File: src/design/companion_row_l2_distance_unit_defines.svh
`ifndef COMPANION_ROW_L2_DISTANCE_UNIT_DEFINES_SVH
`define COMPANION_ROW_L2_DISTANCE_UNIT_DEFINES_SVH

// Same-cycle implication, sampled on the rising edge, off during reset.
`define CRL2_ASSERT_NOW(lbl, clk, rst_n, ante, cons) \
	lbl: assert property (@(posedge clk) disable iff (!(rst_n)) (ante) |-> (cons)) \
		else $error("crl2: same-cycle check failed");

// Next-cycle implication, sampled on the rising edge, off during reset.
`define CRL2_ASSERT_NEXT(lbl, clk, rst_n, ante, cons) \
	lbl: assert property (@(posedge clk) disable iff (!(rst_n)) (ante) |=> (cons)) \
		else $error("crl2: next-cycle check failed");

`endif

File: src/design/crl2_isqrt.sv
`default_nettype none

module crl2_isqrt #(
	parameter int SUM_W = 39
) (
	input  wire logic                     clk,
	input  wire logic                     arst_n,
	input  wire logic                     start,
	input  wire logic [SUM_W-1:0]         radicand,
	output logic                          done,
	output logic [(SUM_W+1)/2-1:0]        root
);

	localparam int ROOT_W = (SUM_W + 1) / 2;
	localparam int CNT_W  = $clog2(ROOT_W + 1);
	localparam logic [SUM_W-1:0] TOP_BIT = SUM_W'(1) << (2 * (ROOT_W - 1));

	logic             busy_q;
	logic             done_q;
	logic [CNT_W-1:0] cnt_q;
	logic [SUM_W-1:0] x_q;
	logic [SUM_W-1:0] root_q;
	logic [SUM_W-1:0] bit_q;
	logic [SUM_W:0]   trial;
	logic             take;

	assign trial = {1'b0, root_q} + {1'b0, bit_q};
	assign take  = {1'b0, x_q} >= trial;

	always_ff @(posedge clk or negedge arst_n) begin
		if (!arst_n) begin
			busy_q <= 1'b0;
			done_q <= 1'b0;
			cnt_q  <= '0;
		end else begin
			done_q <= 1'b0;
			if (start) begin
				busy_q <= 1'b1;
				cnt_q  <= CNT_W'(ROOT_W);
			end else if (busy_q) begin
				cnt_q <= cnt_q - CNT_W'(1);
				if (cnt_q == CNT_W'(1)) begin
					busy_q <= 1'b0;
					done_q <= 1'b1;
				end
			end
		end
	end

	always_ff @(posedge clk) begin
		if (start) begin
			x_q    <= radicand;
			root_q <= '0;
			bit_q  <= TOP_BIT;
		end else if (busy_q) begin
			if (take) begin
				x_q    <= x_q - trial[SUM_W-1:0];
				root_q <= (root_q >> 1) + bit_q;
			end else begin
				root_q <= root_q >> 1;
			end
			bit_q <= bit_q >> 2;
		end
	end

	assign done = done_q;
	assign root = root_q[ROOT_W-1:0];

endmodule

`default_nettype wire

File: config.mk
export PLATFORM = sky130hd
export DESIGN_NAME = crl2_isqrt
export DESIGN_NICKNAME = d
export VERILOG_FILES = /design/src/design/companion_row_l2_distance_unit_defines.svh /design/src/design/crl2_isqrt.sv
export SDC_FILE = /design/constraint.sdc
export NUM_CORES = 1
export LEC_CHECK = 0
export ABC_CLOCK_PERIOD_IN_PS = 7000
export BUFFER_PORTS_ARGS = -buffer_cell sky130_fd_sc_hd__buf_2
export CAP_MARGIN = 20
export CELL_PAD_IN_SITES_DETAIL_PLACEMENT = 0
export CELL_PAD_IN_SITES_GLOBAL_PLACEMENT = 1
export CORE_ASPECT_RATIO = 1.75
export CORE_MARGIN = 5
export CORE_UTILIZATION = 30
export DETAILED_ROUTE_END_ITERATION = 16
export PLACE_DENSITY_LB_ADDON = 0.1
export SLEW_MARGIN = 10
export SYNTH_ARGS = -nofsm -noshare
export SYNTH_HDL_FRONTEND = slang
export SYNTH_SLANG_ARGS = --single-unit
File: constraint.sdc
create_clock -name clk -period 7 [get_ports clk]
set_input_delay 1.4 -clock clk [delete_from_list [all_inputs] [get_ports clk]]
set_output_delay 1.4 -clock clk [all_outputs]
set_load 0.1 [all_outputs]
==> results of run 1 <==
worst max path at each step:
stage	startpoint	endpoint	slack, ps
after CTS	bit_q[0]	x_q[28]	1180
after global placement	bit_q[0]	x_q[29]	1270
after global routing	bit_q[0]	x_q[29]	710
after detailed placement	bit_q[0]	x_q[29]	1240
after floorplan	root_q[2]	x_q[0]	760
final	bit_q[0]	x_q[29]	1230
flip-flops by register name (all words and copies together) (netlist names):
register / cells
root_q: 39
x_q: 39
bit_q: 20
cnt_q: 5
busy_q: 1
done: 1
layout make-up:
| class | count | area, um^2 |
|---|---|---|
| tap | 387 | 484 |
| fill | 3251 | 20100 |
| inverter | 32 | 120 |
| timing repair buffer | 76 | 418 |
| sequential | 105 | 2530 |
| clock inverter | 4 | 30.0 |
| multi-input combinational | 901 | 6160 |
| clock buffer | 12 | 279 |
power by group:
part | internal [mW] | total (mW) | switching (mW)
Combinational | 0.873 | 2.38 | 1.51
Sequential | 0.874 | 0.987 | 0.113
Clock | 0.287 | 0.555 | 0.268
placed cells by master, fill, tap and decap left out, types with 4 or more instances in the layout:
cell type and count:
a211oi_1 30, a21o_1 19, a21oi_1 64, a221oi_1 4
a311oi_1 4, a31o_2 10, a31oi_1 34, and3_1 8
buf_2 61, buf_4 15, clkbuf_16 11, dfrtp_1 6
dfxtp_1 59, edfxtp_1 39, ha_1 82, inv_1 32
mux2_2 4, mux2i_1 29, nand2_1 118, nand2b_1 12
nand3_1 29, nand3b_1 5, nand4_1 12, nor2_1 112
nor2b_1 10, nor3_1 18, o211ai_1 10, o21a_1 9
o21ai_0 72, o21ai_1 4, o21bai_1 15, o22ai_1 5
o31ai_1 15, xnor2_1 38, xor2_1 56
through the flow:
step	hold slack (ps)	setup slack, ps	utilization [%]
2_1_floorplan	477	759	-
5_1_grt	547	706	33.2
4_1_cts	525	1180	33.2
6_report	523	1230	33.2
3_5_place_dp	507	1240	32.2
3_3_place_gp	499	1270	32.2
cells by family (layout without fill, tap and decap cells):
logic type	after synthesis	count (layout)	synth area share [%]
AOI/OAI and AO/OA	338	338	25.1
xor gates and xnor gates	94	94	8.98
adders and majority gates	83	83	11.4
buffers and inverters	103	124	5.36
DFF	105	105	27.6
muxes	34	34	3.78
and+or+nand+nor	352	352	17.8
synth_stat cells, types with 4 or more instances:
library cell	n	area, um^2
buf_4	20	150
xor2_1	56	490
a21o_1	19	143
ha_1	82	1030
a211oi_1	30	225
o211ai_1	10	75.1
inv_1	32	120
a31o_2	10	87.6
a31oi_1	34	213
a221oi_1	4	35.0
dfrtp_1	7	175
nor2_1	112	420
mux2i_1	29	290
dfxtp_1	59	1180
mux2_2	4	45.0
and3_1	8	50.1
nor2b_1	10	62.6
edfxtp_1	39	1170
clkbuf_1	39	146
xnor2_1	38	333
nor3_1	18	90.1
o22ai_1	5	31.3
o21ai_0	73	365
o31ai_1	15	113
o21ai_1	4	20.0
o21bai_1	15	113
nand3b_1	5	37.5
nand2_1	118	443
o21a_1	9	67.6
a21oi_1	64	320
nand2b_1	12	75.1
nand3_1	29	145
buf_2	8	40.0
nand4_1	12	75.1
a311oi_1	4	35.0
per-layer routing:
| metal | vias to the layer above | part of all wire [%] | global-route usage (%) |
|---|---|---|---|
| li1 | 4093 | - | - |
| met1 | 3781 | 37 | 18.0 |
| met2 | 108 | 57 | 35.8 |
| met3 | 49 | 2.5 | 2.73 |
| met4 | 0 | 3.8 | 8.12 |
| met5 | - | 0 | 0 |
critical path: stages (launching register included):
cell and delay [ps]:
dfxtp_1 360, ha_1 170, ha_1 180, a21o_1 150, a31o_2 220, a31oi_1 130
o41ai_1 770, o21a_1 260, a31oi_1 120, nand2b_1 190, xor2_1 160, ha_1 400
nand2_1 100, o21ai_1 240, a311oi_1 90, a211o_1 360, a31o_4 260, a31oi_4 170
nand2_1 130, o21ai_4 610, buf_4 360
==> results.cfg, run 1 <==
[grt]
antenna_found_initial = 0
grt_usage_pct = 18.0
grt_pass1_wl_um = 47600
grt_pass1_vias = 8457
overflow = 0
grt_max_degree = 76

[synthesis]
syn_inst = 1109
ys_seq_elements = 105
synth_enable_flop_cells = 39
netlist_area_mm2 = 0.00917
synth-seq-area-share_pct = 27.6
avgSynthCellArea_um2 = 8.27
yosys.cell_types.count = 86
synth_warnings = 0
async_reset_ff_share_pct = 6.67
synth_nets = 1234
synth_top_flop_cell = dfxtp_1

[clock_network]
clkTransAtPathRegs_ps = 70
clockRootBuffer = clkbuf_16
tritoncts = yes
clk_path_buf_depth = 2
clkLatencyLatePin_ps = 390
hold_buffers = 0
h-tree-depth = 3
cts_resized = 0
numCtsBuffers = 9
cts.sinks = 105
post_cts_buffers = 0

[outcome]
status = finished clean

[floorplan]
num_io_pins = 63
fp.dieH_um = 241
start_util_pct = 30.4
die-width_um = 142
coreArea_mm2 = 0.0302
dieArea_mm2 = 0.0343
rows = 84

[sta]
drv_slew = 0
max_freq_mhz = 173
tightest_slew_ps = 833
fin_skew_ps = 11.1
finalHoldViolCount = 0
max_slew_margin_pct = 43.7
finalCriticalPeriod_ps = 5770
rsz0062_at_grt = false
setup_violations = 0
setup_tns_ps = 0
post-route-period-util_pct = 82.4

[power_and_ir_drop]
p_leak_nw = 4.05
vdd_drop_max_uv = 175
p_total_mw = 3.92
p_per_area_mw_per_mm2 = 391

[route]
routed_wirelength_um = 30300
drc = 0
drt_iter0_markers = 274
ant_nets = 0
wl_per_cell_um = 20.0
route.vias.total = 8031
vias_per_cell = 5.29
dr.pass1.iters = 4

[final_layout]
fin_area_mm2 = 0.0100
final_layout_size_suffix_gt1_share_pct = 11.7
final_cells = 1517
nets = 1250
diodes = 0
area_delta_synth_final_pct = 9.32

[setup_path]
worstPathArrival_ps = 5840
start_kind = flop
path_class = flop to flop
end_kind = flop
crit_required_ps = 7070
ff2ff_setup_slack_ps = 1230
rr_startpoint = bit_q[0]
cp_max_fo = 16
r2r-end = x_q[29]
r2r_cells = 20

[placement]
placedCellCount = 1501
place_area_mm2 = 0.00972
portBuffers = 62
gp_routability_congestion = 0.843
place_hpwl_um = 23500

[worst_hold_path]
hold_path_end = cnt_q[4]
worstHoldStart = cnt_q[4]
holdPathStages = 2
hold_class = flop to flop

[flow_run]
cap_violations = 0
No activity file was read; power rests on OpenSTA's default activity.
==> inputs of run 2 (changes only) <==
--- a/config.mk
+++ b/config.mk
@@ -5,7 +5,7 @@
 export SDC_FILE = /design/constraint.sdc
 export NUM_CORES = 1
 export LEC_CHECK = 0
-export ABC_CLOCK_PERIOD_IN_PS = 7000
+export ABC_CLOCK_PERIOD_IN_PS = 4700
 export BUFFER_PORTS_ARGS = -buffer_cell sky130_fd_sc_hd__buf_2
 export CAP_MARGIN = 20
 export CELL_PAD_IN_SITES_DETAIL_PLACEMENT = 0
==> constraint.sdc (replaced) <==
create_clock -name clk -period 4.7 [get_ports clk]
set_input_delay 0.94 -clock clk [delete_from_list [all_inputs] [get_ports clk]]
set_output_delay 0.94 -clock clk [all_outputs]
set_load 0.1 [all_outputs]
==> run 2 against run 1 <==
Largest cell class unchanged. Global-route usage is 0.96 points higher. Wire length up 6.5%. Largest power group unchanged. Critical path type unchanged. Clock power increased by 56%.
==> results.cfg, run 2 (synthesis gave the netlist of run 1 again) <==
[outcome]
status = finished clean

[sta]
max_freq_mhz = 216
finalCriticalPeriod_ps = 4630
fin_skew_ps = 10.2
rsz0062_at_grt = true
max_slew_margin_pct = 35.1
setup_tns_ps = 0
post-route-period-util_pct = 98.6
setup_violations = 0
finalHoldViolCount = 0
tightest_slew_ps = 974
drv_slew = 0
whs_ps = 374

[setup_path]
crit_buf_inv = 3
end_kind = flop
path_class = flop to flop
worstPathArrival_ps = 4750
crit_required_ps = 4810
cpLargestDelayFamily = compound AO/OA/AOI/OAI gates
start_kind = flop
cp_max_fo = 8
worstPathCellList = ha_4 > ha_4 > a21o_1 > a31o_4 > a31oi_4 > o41ai_4 > o21a_1 > a31oi_2 > nor2_1 > o21ai_1 > xor2_1 > ha_1 > nand4_1 > nand2b_4 > nor4_2 > nor3_2 > a31o_4 > a31oi_4 > buf_12 > nand2_4 > o21ai_4 > buf_12 > clkbuf_16
slowest_stage = dfxtp_2
cpPeakStageDelay_ps = 340

[flow_run]
cap_violations = 0

[final_layout]
final_layout_size_suffix_gt1_share_pct = 25.4
diodes = 0
nets = 1378
fin_area_mm2 = 0.0116
layout_common_cells = buf_4 (129), nand2_1 (116), nor2_1 (112)
fin_util_pct = 38.4
area_delta_synth_final_pct = 26.5
reg_top3 = root_q x39, x_q x39, bit_q x20
final_common_cell = buf_4

[placement]
gp_routability_congestion = 0.838
portBuffers = 62
place_hpwl_um = 24800
place_area_mm2 = 0.0107

[grt]
antenna_found_initial = 0
grt_max_degree = 77
overflow = 0
grt_pass1_vias = 9118
grt_usage_pct = 19.0
grt_pass1_wl_um = 50000

[floorplan]
coreArea_mm2 = 0.0302
dieArea_mm2 = 0.0343
start_util_pct = 30.4
rows = 84
fp.dieH_um = 241
num_io_pins = 63
die-width_um = 142

[clock_network]
clkTransAtPathRegs_ps = 80
hold_buffers = 0
numCtsBuffers = 9
clk_path_buf_depth = 2
cts.sinks = 105
h-tree-depth = 3
clockRootBuffer = clkbuf_16
tritoncts = yes
clkLatencyLatePin_ps = 390

[power_and_ir_drop]
vdd_drop_max_uv = 336
p_total_mw = 7.09
p_leak_nw = 4.88
p_per_area_mw_per_mm2 = 611

[route]
wl_per_cell_um = 19.6
drc = 0
routed_wirelength_um = 32300
route.vias.total = 8630
ant_nets = 0
vias_per_cell = 5.25
drt_iter0_markers = 326
dr.pass1.iters = 4

[worst_hold_path]
hold_class = input pin to asynchronous set/reset pin
## run 2: changes by cell type in the layout (fill, tap and decap cells not counted), sizes merged
cell,change
clkinvlp,-1
clkinv,-1
buf,+125
clkbuf,+2
inv,+1
and2,+2
## run 2: worst paths after layout
| path | start | endpoint | slack [ps] | cells past startpoint |
|---|---|---|---|---|
| hold / removal | arst_n | done | 370 | 1 |
| hold reg to reg | cnt_q[4] | cnt_q[4] | 540 | 2 |
| max in group asynchronous | arst_n | busy_q | 4150 | 1 |
| setup / recovery | bit_q[0] | x_q[9] | 70 | 23 |
| setup reg to reg | bit_q[0] | x_q[9] | 70 | 23 |
| min in group clk | cnt_q[4] | cnt_q[4] | 540 | 2 |
## run 2: power by group
part / internal (mW) / switching, mW
logic: 2.14 / 2.62
registers: 1.30 / 0.155
clock network: 0.458 / 0.411
## run 2: worst reg2reg max path: stages, from the launching register on
cell,delay (ps)
dfxtp_2,340
ha_4,170
ha_4,150
a21o_1,190
a31o_4,260
a31oi_4,220
o41ai_4,100
o21a_1,210
a31oi_2,200
nor2_1,60
o21ai_1,140
xor2_1,100
ha_1,300
nand4_1,150
nand2b_4,200
nor4_2,330
nor3_2,90
a31o_4,260
a31oi_4,150
buf_12,150
nand2_4,60
o21ai_4,160
buf_12,190
clkbuf_16,180
## run 2: layout make-up
class	count	area (um^2)
Clock buffer	13	303
Clock inverter	3	23.8
Fill cell	3120	18600
Inverter	32	120
Multi-Input combinational cell	903	6630
Sequential cell	105	2540
Tap cell	387	484
Timing Repair Buffer	202	1500
## run 2: what timing repair did
action,CTS,global route
setup endpoints to repair,81,88
pin swaps,10,23
gates cloned,3,2
buffers inserted,8,5
resized for setup,20,54
## run 2: layer usage
metal	vias up	GRT usage (%)	wire length, um
li1	4347	-	-
met1	4122	18.7	11700
met2	111	38.0	18600
met3	50	3.30	843
met4	0	7.95	1180
met5	-	0	0
## run 2: per-stage QoR
stage                     std cells  setup WS (ps)
after floorplan                1109          -91.1
after global placement         1613           -265
after detailed placement       1613           -248
after CTS                      1638          -37.6
after global routing           1645           -154
final                          1645           66.5
==> inputs of run 3 (changes only) <==
--- a/config.mk
+++ b/config.mk
@@ -12,7 +12,7 @@
 export CELL_PAD_IN_SITES_GLOBAL_PLACEMENT = 1
 export CORE_ASPECT_RATIO = 1.75
 export CORE_MARGIN = 5
-export CORE_UTILIZATION = 30
+export CORE_UTILIZATION = 43
 export DETAILED_ROUTE_END_ITERATION = 16
 export PLACE_DENSITY_LB_ADDON = 0.1
 export SLEW_MARGIN = 10
==> run 3 against run 2 <==
The flow now finishes with violations (negative setup slack). Largest power group unchanged. Clock skew about the same. Flip-flop and latch count unchanged. Global-route usage increased by 4.4 points. Via count decreased by 1.2%. Register-to-register slack got worse by 110 ps. Combinational power decreased by 6.1%. Total power decreased by 4.2%. Final cell count decreased by 11%. Wire length decreased by 11%. Critical path depth decreased by 1. Sequential share of layout area increased by 1.2 points.
==> results.cfg, run 3 (synthesis gave the netlist of run 1 again) <==
[sta]
fin_skew_ps = 10.7
whs_ps = 390
tightest_slew_ps = 1100
drv_slew = 0
post-route-period-util_pct = 101
max_slew_margin_pct = 26.4
setup_tns_ps = -1520
finalHoldViolCount = 0
setup_ws_ps = -43.9
setup_violations = 40
max_freq_mhz = 211
finalCriticalPeriod_ps = 4740
rsz0062_at_grt = true

[setup_path]
worstPathArrival_ps = 4840
slowest_stage = dfxtp_4
cp_max_fo = 9
cpLargestDelayFamily = compound AO/OA/AOI/OAI gates
path_class = flop to flop
cpPeakStageDelay_ps = 360
crit_buf_inv = 2
crit_required_ps = 4790
end_kind = flop
worstPathCellList = ha_4 > ha_4 > a21o_1 > a31o_4 > a31oi_4 > o41ai_4 > o21a_1 > a31oi_1 > nor2_1 > o21ai_1 > xor2_1 > ha_1 > nand4_1 > nand2b_4 > nor4b_4 > nand2b_1 > a31o_4 > a31oi_4 > nand2_2 > o21ai_4 > buf_6 > buf_16
start_kind = flop

[floorplan]
die-width_um = 120
num_io_pins = 63
start_util_pct = 43.8
dieArea_mm2 = 0.0245
rows = 70
fp.dieH_um = 203
coreArea_mm2 = 0.0209

[power_and_ir_drop]
sw_frac_of_total_pct = 45.1
power.net_switching_mw = 3.07
p_leak_nw = 4.62
comb_power_share_pct = 65.8
internal_power_mw = 3.73
p_per_area_mw_per_mm2 = 618
seqPwrFrac_pct = 21.3
p_clk_share_pct = 12.9
vdd_drop_max_uv = 323

[clock_network]
clkTransAtPathRegs_ps = 80
clk_path_buf_depth = 2
hold_buffers = 0
tritoncts = yes
clockRootBuffer = clkbuf_16
h-tree-depth = 3
numCtsBuffers = 9
cts.sinks = 105
clkLatencyLatePin_ps = 370

[grt]
grt_max_degree = 93
grt_pass1_wl_um = 44900
grt_usage_pct = 23.3
antenna_found_initial = 0
grt_pass1_vias = 8682
overflow = 0

[placement]
place_hpwl_um = 21800
portBuffers = 62
placedCellCount = 1438
place_ws_ps = -185
gp_routability_congestion = 0.907

[route]
vias_per_cell = 5.81
drc = 0
drt_iter0_markers = 417
routed_wirelength_um = 28900
ant_nets = 0
dr.pass1.iters = 5
wl_per_cell_um = 19.7
route.vias.total = 8527

[final_layout]
final_layout_size_suffix_gt1_share_pct = 22.2
diodes = 0
reg_top3 = root_q x39, x_q x39, bit_q x20
layout_common_cells = nand2_1 (113), nor2_1 (112), buf_4 (87)
nets = 1336
final_cells = 1468
fin_util_pct = 52.5
final_common_cell = nand2_1
area_delta_synth_final_pct = 19.9

[flow_run]
cap_violations = 0

[outcome]
status = finished, violations left
violations = negative setup slack

[worst_hold_path]
hold_class = input pin to asynchronous set/reset pin
## run 3: cell type report
class / count / area, um^2
Clock buffer: 12 / 279
Clock inverter: 4 / 55.1
Fill cell: 2047 / 9940
Inverter: 32 / 120
Multi-Input combinational cell: 901 / 6480
Sequential cell: 105 / 2540
Tap cell: 252 / 315
Timing Repair Buffer: 162 / 1200
## run 3: path summary, 6_finish.rpt
check | startpoint | endpoint | slack, ps | cells after the start
setup / recovery | bit_q[0] | x_q[26] | -40 | 22
hold / removal | arst_n | done | 390 | 1
setup reg to reg | bit_q[0] | x_q[26] | -40 | 22
hold reg to reg | cnt_q[4] | cnt_q[4] | 530 | 2
max in group asynchronous | arst_n | busy_q | 4130 | 1
min in group clk | cnt_q[4] | cnt_q[4] | 530 | 2
## run 3: per-layer routing
metal | track usage [%] | up-vias | part of all wire, %
met5 | 0 | - | 0
met4 | 9.52 | 0 | 3.5
met3 | 2.69 | 49 | 2.3
met2 | 46.6 | 113 | 57
met1 | 23.9 | 4083 | 37
li1 | - | 4282 | -
## run 3: per-stage QoR
| stage | area, um^2 | power (mW) |
|---|---|---|
| after CTS | 10700 | 6.53 |
| after detailed placement | 10200 | 5.35 |
| after floorplan | 9310 | 4.22 |
| after global placement | 10200 | 5.34 |
| after global routing | 11000 | 7.25 |
| final | 11000 | 6.79 |
## run 3: power groups by stage
stage / combinational, mW / clock [mW] / sequential [mW]
floorplan: 2.79 / 0 / 1.42
global placement: 3.87 / 0 / 1.47
CTS: 4.18 / 0.901 / 1.45
finish: 4.47 / 0.878 / 1.44
global route: 4.87 / 0.925 / 1.46
detailed placement: 3.89 / 0 / 1.47
## run 3: what timing repair did
action	4_1_cts	5_1_grt
setup buffers	5	5
endpoints found under the setup margin	82	88
gates cloned	3	1
pin swaps	3	23
resized for setup	11	50
